[config.mk]
export PLATFORM = sky130hd
export DESIGN_NAME = pcm_sample_to_float
export DESIGN_NICKNAME = d
export VERILOG_FILES = /design/src/hw/rtl/ps2f_pkg.sv /design/src/hw/rtl/ps2f_encode.sv /design/src/hw/rtl/pcm_sample_to_float.sv
export SDC_FILE = /design/constraint.sdc
export NUM_CORES = 1
export LEC_CHECK = 0
export BUFFER_PORTS_ARGS = -buffer_cell sky130_fd_sc_hd__buf_2
export CAP_MARGIN = 20
export CORE_AREA = 2 2 134 136
export DETAILED_ROUTE_END_ITERATION = 7
export DIE_AREA = 0 0 136 138
export PLACE_DENSITY = 0.81
export SLEW_MARGIN = 20
export SYNTH_ARGS = -nofsm -noshare
export SYNTH_HDL_FRONTEND = slang
export SYNTH_SLANG_ARGS = --single-unit
[constraint.sdc]
create_clock -name clk_i -period 8.2 [get_ports clk_i]
set_clock_uncertainty 0.1 [all_clocks]
set_input_delay 1.64 -clock clk_i [delete_from_list [all_inputs] [get_ports clk_i]]
set_output_delay 1.64 -clock clk_i [all_outputs]
set_load 0.005 [all_outputs]
[src/hw/rtl/ps2f_pkg.sv]
`timescale 1ns / 1ps
package ps2f_pkg;

  typedef enum logic [1:0] {
    FMT_PCM   = 2'd0,
    FMT_FLOAT = 2'd1,
    FMT_UNSUP = 2'd2,
    FMT_RSVD  = 2'd3
  } fmt_e;

  localparam logic [0:0] REG_SAMPLE_BITS   = 1'b0;
  localparam logic [0:0] REG_SAMPLE_FORMAT = 1'b1;

  localparam logic [6:0] BITS_8  = 7'd8;
  localparam logic [6:0] BITS_16 = 7'd16;
  localparam logic [6:0] BITS_24 = 7'd24;
  localparam logic [6:0] BITS_32 = 7'd32;
  localparam logic [6:0] BITS_RESET = 7'd16;

  // decoded sample, handed from the input stage to the float encoder
  typedef struct packed {
    logic        pass;   // float passthrough
    logic        zero;   // force +0.0
    logic        neg;
    logic [31:0] mag;    // magnitude, up to 2^31
    logic [7:0]  bias;   // 127 - scale
    logic [31:0] raw;
  } dec_t;

endpackage

[src/hw/rtl/ps2f_encode.sv]
`timescale 1ns / 1ps
// magnitude to float32 with round to nearest even, or raw float passthrough or forced +0.0
module ps2f_encode (
  input  ps2f_pkg::dec_t dec_i,
  output logic [31:0]    float_bits_o
);

  logic [4:0]  msb;
  logic [31:0] norm;     // mag shifted so leading one is at bit 31
  logic [24:0] keep;
  logic        rnd;
  logic        sticky;
  logic [7:0]  expo;
  logic [22:0] frac;

  always_comb begin
    msb = 5'd0;
    for (int i = 0; i < 32; i++) begin
      if (dec_i.mag[i]) msb = 5'(i);
    end
    norm   = dec_i.mag << (5'd31 - msb);
    rnd    = norm[7];
    sticky = |norm[6:0];
    keep   = {1'b0, norm[31:8]} +
             25'((rnd && (sticky || norm[8])) ? 1 : 0);
    if (keep[24]) begin
      frac = keep[23:1];
      expo = 8'(msb) + 8'd1 + dec_i.bias;
    end else begin
      frac = keep[22:0];
      expo = 8'(msb) + dec_i.bias;
    end
    if (dec_i.pass) begin
      float_bits_o = dec_i.raw;
    end else if (dec_i.zero || dec_i.mag == 32'd0) begin
      float_bits_o = 32'd0;
    end else begin
      float_bits_o = {dec_i.neg, expo, frac};
    end
  end

endmodule

[src/hw/rtl/pcm_sample_to_float.sv]
`timescale 1ns / 1ps
// start passes through the input register and the result register to the done strobe
// throughput: one transaction per cycle, busy is always low
// reset: sample_bits 16, sample_format integer pcm, no result pending
// input register then decode and float encode into the result register
// the receiver cannot stall, done_o marks each result for one cycle and the result holds until the next
module pcm_sample_to_float (
  input  logic        clk_i,
  input  logic        rst_ni,
  input  logic        psel,
  input  logic        penable,
  input  logic        pwrite,
  input  logic [2:0]  paddr,
  input  logic [31:0] pwdata,
  output logic [31:0] prdata,
  output logic        pready,
  input  logic        start,
  output logic        busy,
  input  logic [31:0] raw_sample_i,
  input  logic        silent_i,
  input  logic        last_in_i,
  output logic        done_o,
  output logic [31:0] float_bits_o,
  output logic        format_error_o,
  output logic        last_out_o
);

  logic [6:0]  sample_bits_q;
  logic [1:0]  sample_format_q;
  logic        cfg_wr;

  assign pready = 1'b1;
  assign busy   = 1'b0;
  assign cfg_wr = psel && penable && pwrite;

  // register file
  always_ff @(posedge clk_i or negedge rst_ni) begin
    if (!rst_ni) begin
      sample_bits_q   <= ps2f_pkg::BITS_RESET;
      sample_format_q <= ps2f_pkg::FMT_PCM;
    end else if (cfg_wr && paddr[1:0] == 2'd0) begin
      case (paddr[2])
        ps2f_pkg::REG_SAMPLE_BITS:   sample_bits_q   <= pwdata[6:0];
        ps2f_pkg::REG_SAMPLE_FORMAT: sample_format_q <= pwdata[1:0];
        default: ;
      endcase
    end
  end

  always_comb begin
    case (paddr[2])
      ps2f_pkg::REG_SAMPLE_BITS:   prdata = {25'd0, sample_bits_q};
      ps2f_pkg::REG_SAMPLE_FORMAT: prdata = {30'd0, sample_format_q};
      default:                     prdata = 32'd0;
    endcase
  end

  // input register
  logic        vld_q;
  logic [31:0] raw_q;
  logic        silent_q;
  logic        last_q;

  always_ff @(posedge clk_i or negedge rst_ni) begin
    if (!rst_ni) vld_q <= 1'b0;
    else         vld_q <= start;
  end

  always_ff @(posedge clk_i) begin
    if (start) begin
      raw_q    <= raw_sample_i;
      silent_q <= silent_i;
      last_q   <= last_in_i;
    end
  end

  // decode per sample width
  ps2f_pkg::dec_t dec;
  logic           err;
  logic [31:0]    sx;

  always_comb begin
    err = (sample_format_q == ps2f_pkg::FMT_UNSUP) ||
          (sample_format_q == ps2f_pkg::FMT_RSVD) || (sample_bits_q < ps2f_pkg::BITS_8);
    dec      = '0;
    dec.raw  = raw_q;
    dec.zero = err || silent_q;
    sx       = 32'd0;
    if (sample_format_q == ps2f_pkg::FMT_FLOAT && sample_bits_q == ps2f_pkg::BITS_32) begin
      dec.pass = 1'b1;
    end else begin
      case (sample_bits_q)
        ps2f_pkg::BITS_8: begin
          sx       = {24'd0, raw_q[7:0]} - 32'd128;
          dec.bias = 8'd120;
        end
        ps2f_pkg::BITS_16: begin
          sx       = {{16{raw_q[15]}}, raw_q[15:0]};
          dec.bias = 8'd112;
        end
        ps2f_pkg::BITS_24: begin
          sx       = {{8{raw_q[23]}}, raw_q[23:0]};
          dec.bias = 8'd104;
        end
        ps2f_pkg::BITS_32: begin
          sx       = raw_q;
          dec.bias = 8'd96;
        end
        default: sx = 32'd0;
      endcase
      dec.neg = sx[31];
      dec.mag = sx[31] ? (32'd0 - sx) : sx;
    end
    if (dec.zero) dec.pass = 1'b0;
  end

  logic [31:0] enc_bits;

  ps2f_encode u_encode (
    .dec_i        (dec),
    .float_bits_o (enc_bits)
  );

  // result register
  always_ff @(posedge clk_i or negedge rst_ni) begin
    if (!rst_ni) done_o <= 1'b0;
    else         done_o <= vld_q;
  end

  always_ff @(posedge clk_i) begin
    if (vld_q) begin
      float_bits_o   <= enc_bits;
      format_error_o <= err;
      last_out_o     <= last_q;
    end
  end

endmodule
# Word-level counts from Yosys, hierarchy flattened
# Index checks and enable logic that the tools add are counted.
[classes]
n_addsub = 7
n_lt_le_gt_ge = 1
eq_ne = 7
shifts = 1
n_mux = 44
bitwise = 1
reduce_logical = 15
[op_table]
columns = ["op", "n"]
rows = [
  ["2-to-1 mux 32 bit", 4],
  ["case mux 32 bit (4 select lines)", 1],
  ["2-to-1 mux 5 bit", 16],
  ["case mux 32 bit (2 select lines)", 1],
  ["2-to-1 mux 41 bit", 1],
  ["zero test 32 bit", 1],
  ["2-to-1 mux 4 bit", 8],
  ["<< shifter 32 x 5 -> 32 bit", 1],
  ["subtractor 1 x 32 -> 32 bit (first input constant)", 1],
  ["case mux 7 bit (4 select lines)", 1],
  ["adder 24 x 25 -> 25 bit", 1],
  ["2-to-1 mux 23 bit", 1],
  ["== test 7 x 5 -> 1 bit (second input constant)", 2],
  ["2-to-1 mux 3 bit", 4],
  ["subtractor 8 x 8 -> 9 bit (second input constant)", 1],
  ["adder 5 x 8 -> 8 bit", 1],
  ["adder 8 bit", 1],
  ["2-to-1 mux 8 bit", 1],
  ["== test 7 x 4 -> 1 bit (second input constant)", 1],
  ["== test 7 x 6 -> 1 bit (second input constant)", 1],
  ["less-than comparator 7 x 4 -> 1 bit (second input constant)", 1],
  ["OR reduction 7 bit", 1],
  ["adder 5 x 1 -> 6 bit (second input constant)", 1],
  ["logical AND 1 bit", 5],
  ["other kinds (9)", 19],
]
[totals]
reg_bits = 79
in_bits = 75
out_inout_bits = 69
elab_cells = 86

# Depth between registers and ports, before layout
[depth]
word_depth = 47
ltp_mapped = 37
mapped_depth_nobuf = 32

# Modules after synthesis
# From an unflattened synthesis, not the netlist that was laid out.
[unflattened]
cells_unflattened = 987
area_unflattened_um2 = 8205.4
[modules_own_cells]
columns = ["module", "n_inst", "cells_per_inst", "area_each_um2", "seq_area_each_um2"]
rows = [
  ["pcm_sample_to_float", 1, 426, 4451.8, 2318.5],
  ["ps2f_encode", 1, 561, 3753.6, 0.0],
]

# Worst setup path after synthesis
# Ideal clock, no wire load.
[synth_timing]
kind = "flip-flop to flip-flop"
startpoint = "register sample_bits_q[2]"
endpoint = "register float_bits_o[28] (data pin)"
setup_ns = 0.270
t_arrival_ns = 6.973
required_time_ns = 7.830
slack_ns = 0.857
stages_incl_launch_ff = 32
n_path_buf = 4
period_less_slack_ns = 7.343
path_cell_list = "dfrtp_1 -> or4_1 -> buf_2 -> buf_2 -> nor3_1 -> nand2_1 -> ha_1 -> clkbuf_1 -> inv_1 -> nor2_1 -> a41o_1 -> o211a_1 -> or2_0 -> or4_4 -> a2111o_1 -> a21oi_4 -> nor2_2 -> buf_6 -> mux2_4 -> a21oi_2 -> o22ai_1 -> a311o_1 -> or3b_1 -> nand4b_4 -> nor4_4 -> nand3_1 -> nand2_1 -> ha_1 -> inv_1 -> fa_1 -> xnor2_1 -> o21ai_0"
[synth_between]
elab_chain_len = 47
word_cells_on_any_way = 62
cone_classes = "6 x add/sub; 1 x order compare; 4 x eq/ne; 1 x shift; 42 x mux; 8 x reduce/logical"
[synth_rtl]
columns = ["item", "line_no", "source"]
rows = [
  ["start, declared", "pcm_sample_to_float.sv:28", "logic [6:0] sample_bits_q;"],
  ["start signal, assigned", "pcm_sample_to_float.sv:39", "sample_bits_q <= ps2f_pkg::BITS_RESET;"],
  ["start signal, assigned", "pcm_sample_to_float.sv:43", "ps2f_pkg::REG_SAMPLE_BITS: sample_bits_q <= pwdata[6:0];"],
  ["== test 7 x 6 -> 1 bit (tied with other cells)", "pcm_sample_to_float.sv:89, pcm_sample_to_float.sv:92", ""],
  ["case mux 32 bit (4 select lines)", "pcm_sample_to_float.sv:92", "case (sample_bits_q)"],
  ["2-to-1 mux 32 bit", "pcm_sample_to_float.sv:89", "if (sample_format_q == ps2f_pkg::FMT_FLOAT && sample_bits_q == ps2f_pkg::BITS_32) begin"],
  ["subtractor 1 x 32 -> 32 bit", "pcm_sample_to_float.sv:112", "dec.mag = sx[31] ? (32'd0 - sx) : sx;"],
  ["2-to-1 mux 32 bit", "pcm_sample_to_float.sv:112", ""],
  ["2-to-1 mux 41 bit", "pcm_sample_to_float.sv:89", ""],
  ["2-to-1 mux 1 bit", "ps2f_encode.sv:19", "if (dec_i.mag[i]) msb = 5'(i);"],
  ["2-to-1 mux 2 bit (2 in a row)", "ps2f_encode.sv:19", ""],
  ["[... 31 more ...]", "--", ""],
  ["logical OR 1 bit", "ps2f_encode.sv:25", "25'((rnd && (sticky || norm[8])) ? 1 : 0);"],
  ["logical AND 1 bit", "ps2f_encode.sv:25", ""],
  ["2-to-1 mux 1 bit", "ps2f_encode.sv:25", ""],
  ["adder 24 x 25 -> 25 bit", "ps2f_encode.sv:24", "keep = {1'b0, norm[31:8]} +"],
  ["2-to-1 mux 8 bit", "ps2f_encode.sv:26", "if (keep[24]) begin"],
  ["2-to-1 mux 32 bit", "ps2f_encode.sv:35", "end else if (dec_i.zero || dec_i.mag == 32'd0) begin"],
  ["2-to-1 mux 32 bit (*)", "ps2f_encode.sv:33", "if (dec_i.pass) begin"],
  ["net enc_bits[28]", "pcm_sample_to_float.sv:117", "logic [31:0] enc_bits;"],
  ["end signal, assigned", "pcm_sample_to_float.sv:132", "float_bits_o <= enc_bits;"],
  ["end, declared", "pcm_sample_to_float.sv:23", "output logic [31:0] float_bits_o,"],
]
# The timed path passes the listed nets; every way through them passes the cells marked *. The select of a mux whose other input is x is not followed.
# A chain may end at the register's enable or synchronous reset.

# Final worst setup path
[layout_timing]
startpoint = "register sample_bits_q[2]"
endpoint = "register float_bits_o[29] (data pin)"
# Same word-level chain as after synthesis.

==> results.md <==
- Vias per cell: 7.07
- Worst setup SP type: register
- Worst VDD drop: 0.000368 V
- WP data arrival: 8200 ps
- CTS tree: done
- Maxcap violations: 0
- Total power: 5.35 mW
- Ys Warns: 0
- Vias in the first global route: 10424
- Largest net degree at the start of global routing: 41
- Met2 WL: 17800 um
- Total GRT Usage: 41.8%
- Failing checks: design-rule violations, negative setup slack
- Initial Util: 53.5%
- WHS: 317 ps
- Sw Ratio: 55.0%
- First-pass GRT wire length: 60300 um
- Die Ht: 138 um
- Crit path max fanout: 40
- Combinational power share: 81.7%
- Synth Cell Area: 0.00938 sq mm
- Dpl cells: 1573
- Most frequent cells in the layout: 136 x buf_4, 115 x nand2_1, 112 x nor2_1
- Pre-CTS setup slack: -62.4 ps
- RD Place Congestion: 1.06
- Setup TNS: -10.8 ps
- Clock root cell: clkbuf_16
- Commonest non-fill, non-tap cell in the layout: buf_4
- CP Class: register to register
- Inserted Clock Buffers: 9
- Clock share of power: 7.5%
- Port buffer count: 91
- Top-Level Pins: 144
- Internal power: 2.40 mW
- Yosys reg bits: 79
- Clock sinks: 79
- Site Rows: 49
- P per Cell Area: 478 mW/mm^2
- Post-route ant nets: 0
- Global route overflow: 0
- Final design utilization: 63.7%
- Routed via count: 11292
- Final wirelength: 40600 um
- Clock Path Buffers: 2
- Ys async rst share: 13.9%
- Worst hold path class: register to register
- Detailed placer's ending HPWL: 31300 um
- Clk_lat worst skew: 350 ps
- CP endpoint kind: register
- Die W: 136 um
- Die area: 0.0188 sq mm
- Setup ws final: -10.8 ps
- NetSw: 2.94 mW
- Seq pwr share: 10.8%
- WL met1: 15300 um
- Leakage power: 4.56 nW
- Non-Filler Instances: 1598
- P&R area growth vs syn: 19.1%
- DR WL met3: 5210 um
- # hold bufs at CTS: 0
- Final period utilization: 100%
- Core area: 0.0175 sq mm
- Drt pass-1 iters: 8
- Mean Syn Cell Area: 7.81 sq um
- Tightest Pin Transition: 1010 ps
- Max Clk Rate: 0.122 GHz
- Commonest register cell after synthesis: edfxtp_1
- Pins over their slew limit: 0
- Clock-pin slew on the worst setup and hold paths: 70 ps
- Share of post-route cells with drive strength above 1: 24.0%
- Fill cells: 1532
- Critical R2R Launch: sample_bits_q[2]
- Post-route DRC: 28
- N_diodes: 0
- Setup violators final: 1
- Post-synthesis sequential area ratio: 24.7%
- Max layer used: met5
- WP data required: 8190 ps
- Final nets: 1448
- Hold Vio Cnt, Final: 0
- Mapped Cells: 1201
- Distinct cells, synth: 113
- Slew HR: 31.1%
- Number of DRC markers in iteration 0: 1820
- Number of flops mapped to enable cells by yosys: 68
- Status: complete, but fails checks
- CTS H-tree lvls: 3
- Post-DR wirelength/cell: 25.4 um
- Post-DP Area: 0.0107 sq mm
- Critical path origin: sample_bits_q[2]
- Hold Startpoint: vld_q
- Initial antenna violation count: 1
- Post-route cell area: 0.0112 sq mm
- Final Critical Period: 8210 ps
==> worst max-delay path: stages, from the launching register on <==
cell and delay [ps]:
dfrtp_1 430, or4_4 580, buf_4 300, a211o_1 500, a21boi_0 490, o311ai_0 280, o211ai_1 150, a31oi_1 150
or4_4 490, a2111oi_4 480, buf_4 180, o21ai_1 160, buf_4 190, a2111oi_0 860, a21oi_1 230, a211o_1 390
o31a_1 200, nand2_1 200, or4_4 170, nor4b_4 50, and2_1 160, a31oi_1 340, ha_1 300, a21oi_1 160
nor2_1 50, nor2_1 110, xnor2_1 140, o21ai_0 100
==> state kept, by name, indices dropped and copies added, names as in the netlist <==
| register | cells |
|---|---|
| sample_format_q | 2 |
| done_o | 1 |
| vld_q | 1 |
| silent_q | 1 |
| float_bits_o | 32 |
| last_out_o | 1 |
| format_error_o | 1 |
| last_q | 1 |
| sample_bits_q | 7 |
| raw_q | 32 |
==> timing repair <==
item	4_1_cts	5_1_grt
pin swaps	0	6
gates cloned	0	1
endpoints found under the setup margin	2	4
resized for setup	1	23
setup buffers	0	8
==> path summary, 6_finish.rpt <==
kind / to / slack, ps / depth (start not counted)
min in group asynchronous: sample_bits_q[2] / 1050 / 1
min: done_o / 320 / 0
min reg2reg: done_o / 320 / 0
max: float_bits_o[29] / -10 / 27
max in group asynchronous: sample_bits_q[4] / 6680 / 1
max reg2reg: float_bits_o[29] / -10 / 27
==> power groups by stage <==
stage | Combinational (mW) | Sequential, mW | Clock, mW
after floorplan | 2.41 | 0.553 | 0
after global placement | 4.00 | 0.576 | 0
after detailed placement | 4.01 | 0.579 | 0
after CTS | 4.05 | 0.572 | 0.402
after global routing | 4.55 | 0.580 | 0.419
final | 4.37 | 0.576 | 0.402
==> final cells by class <==
class	count	area [sq um]	area share, %
multi-input cells	1025	6660	59.6
flip-flops and latches	79	2320	20.7
repair buffers	230	1540	13.7
well taps	229	287	2.56
clock buffers	9	225	2.01
clock inverters	7	75.1	0.672
inverters	19	71.3	0.638
==> per-layer routing <==
metal  track usage (%)  up-vias
met3              9.68      213
met1              55.5     5198
met5                 0        -
met2              64.7      961
met4              18.7        2
li1                  -     4918
==> cell usage after synthesis (6+ instances only) <==
library cell	number	area share, %
a21oi_1	83	4.4
nor2_1	113	4.5
xnor2_1	22	2.1
a22o_1	17	1.6
a22oi_1	13	1.0
a211o_1	12	1.1
or4_1	7	0.56
nor4_1	12	0.80
a221o_1	7	0.75
mux2i_1	19	2.0
o22ai_1	13	0.87
inv_1	17	0.68
nor2b_1	10	0.67
o21ai_0	69	3.7
nor3_1	36	1.9
xor2_1	16	1.5
a31oi_1	17	1.1
nand2b_1	13	0.87
buf_1	7	0.28
nand2_1	115	4.6
nand4_1	10	0.67
o31ai_1	9	0.72
buf_4	31	2.5
and2_1	18	1.2
or2_2	10	0.67
a21o_1	15	1.2
and3_1	14	0.93
mux2_2	14	1.7
a221oi_1	6	0.56
or3_1	15	1.0
o32ai_1	10	0.93
ha_1	8	1.1
a211oi_1	23	1.8
clkbuf_1	40	1.6
buf_2	26	1.4
o221ai_1	10	0.93
dfrtp_1	10	2.7
o311ai_0	7	0.65
edfxtp_1	68	22
nand3_1	44	2.3
o21ai_1	23	1.2
o21a_1	16	1.3
nand3b_1	8	0.64
o211ai_1	15	1.2
==> cell families (layout without fill, tap and decap cells) <==
| logic type | count (synthesis) | in the layout | share of synthesized area (%) |
|---|---|---|---|
| and+or+nand+nor | 466 | 466 | 25.7 |
| AOI/OAI and AO/OA | 447 | 448 | 34.0 |
| buffers and inverters | 126 | 265 | 6.87 |
| DFF | 79 | 79 | 24.7 |
| xor gates and xnor gates | 38 | 38 | 3.55 |
| muxes | 34 | 34 | 3.87 |
| adders and majority gates | 9 | 9 | 1.28 |
| other | 2 | 30 | 0.0801 |
No activity file was read; power rests on OpenSTA's default activity.
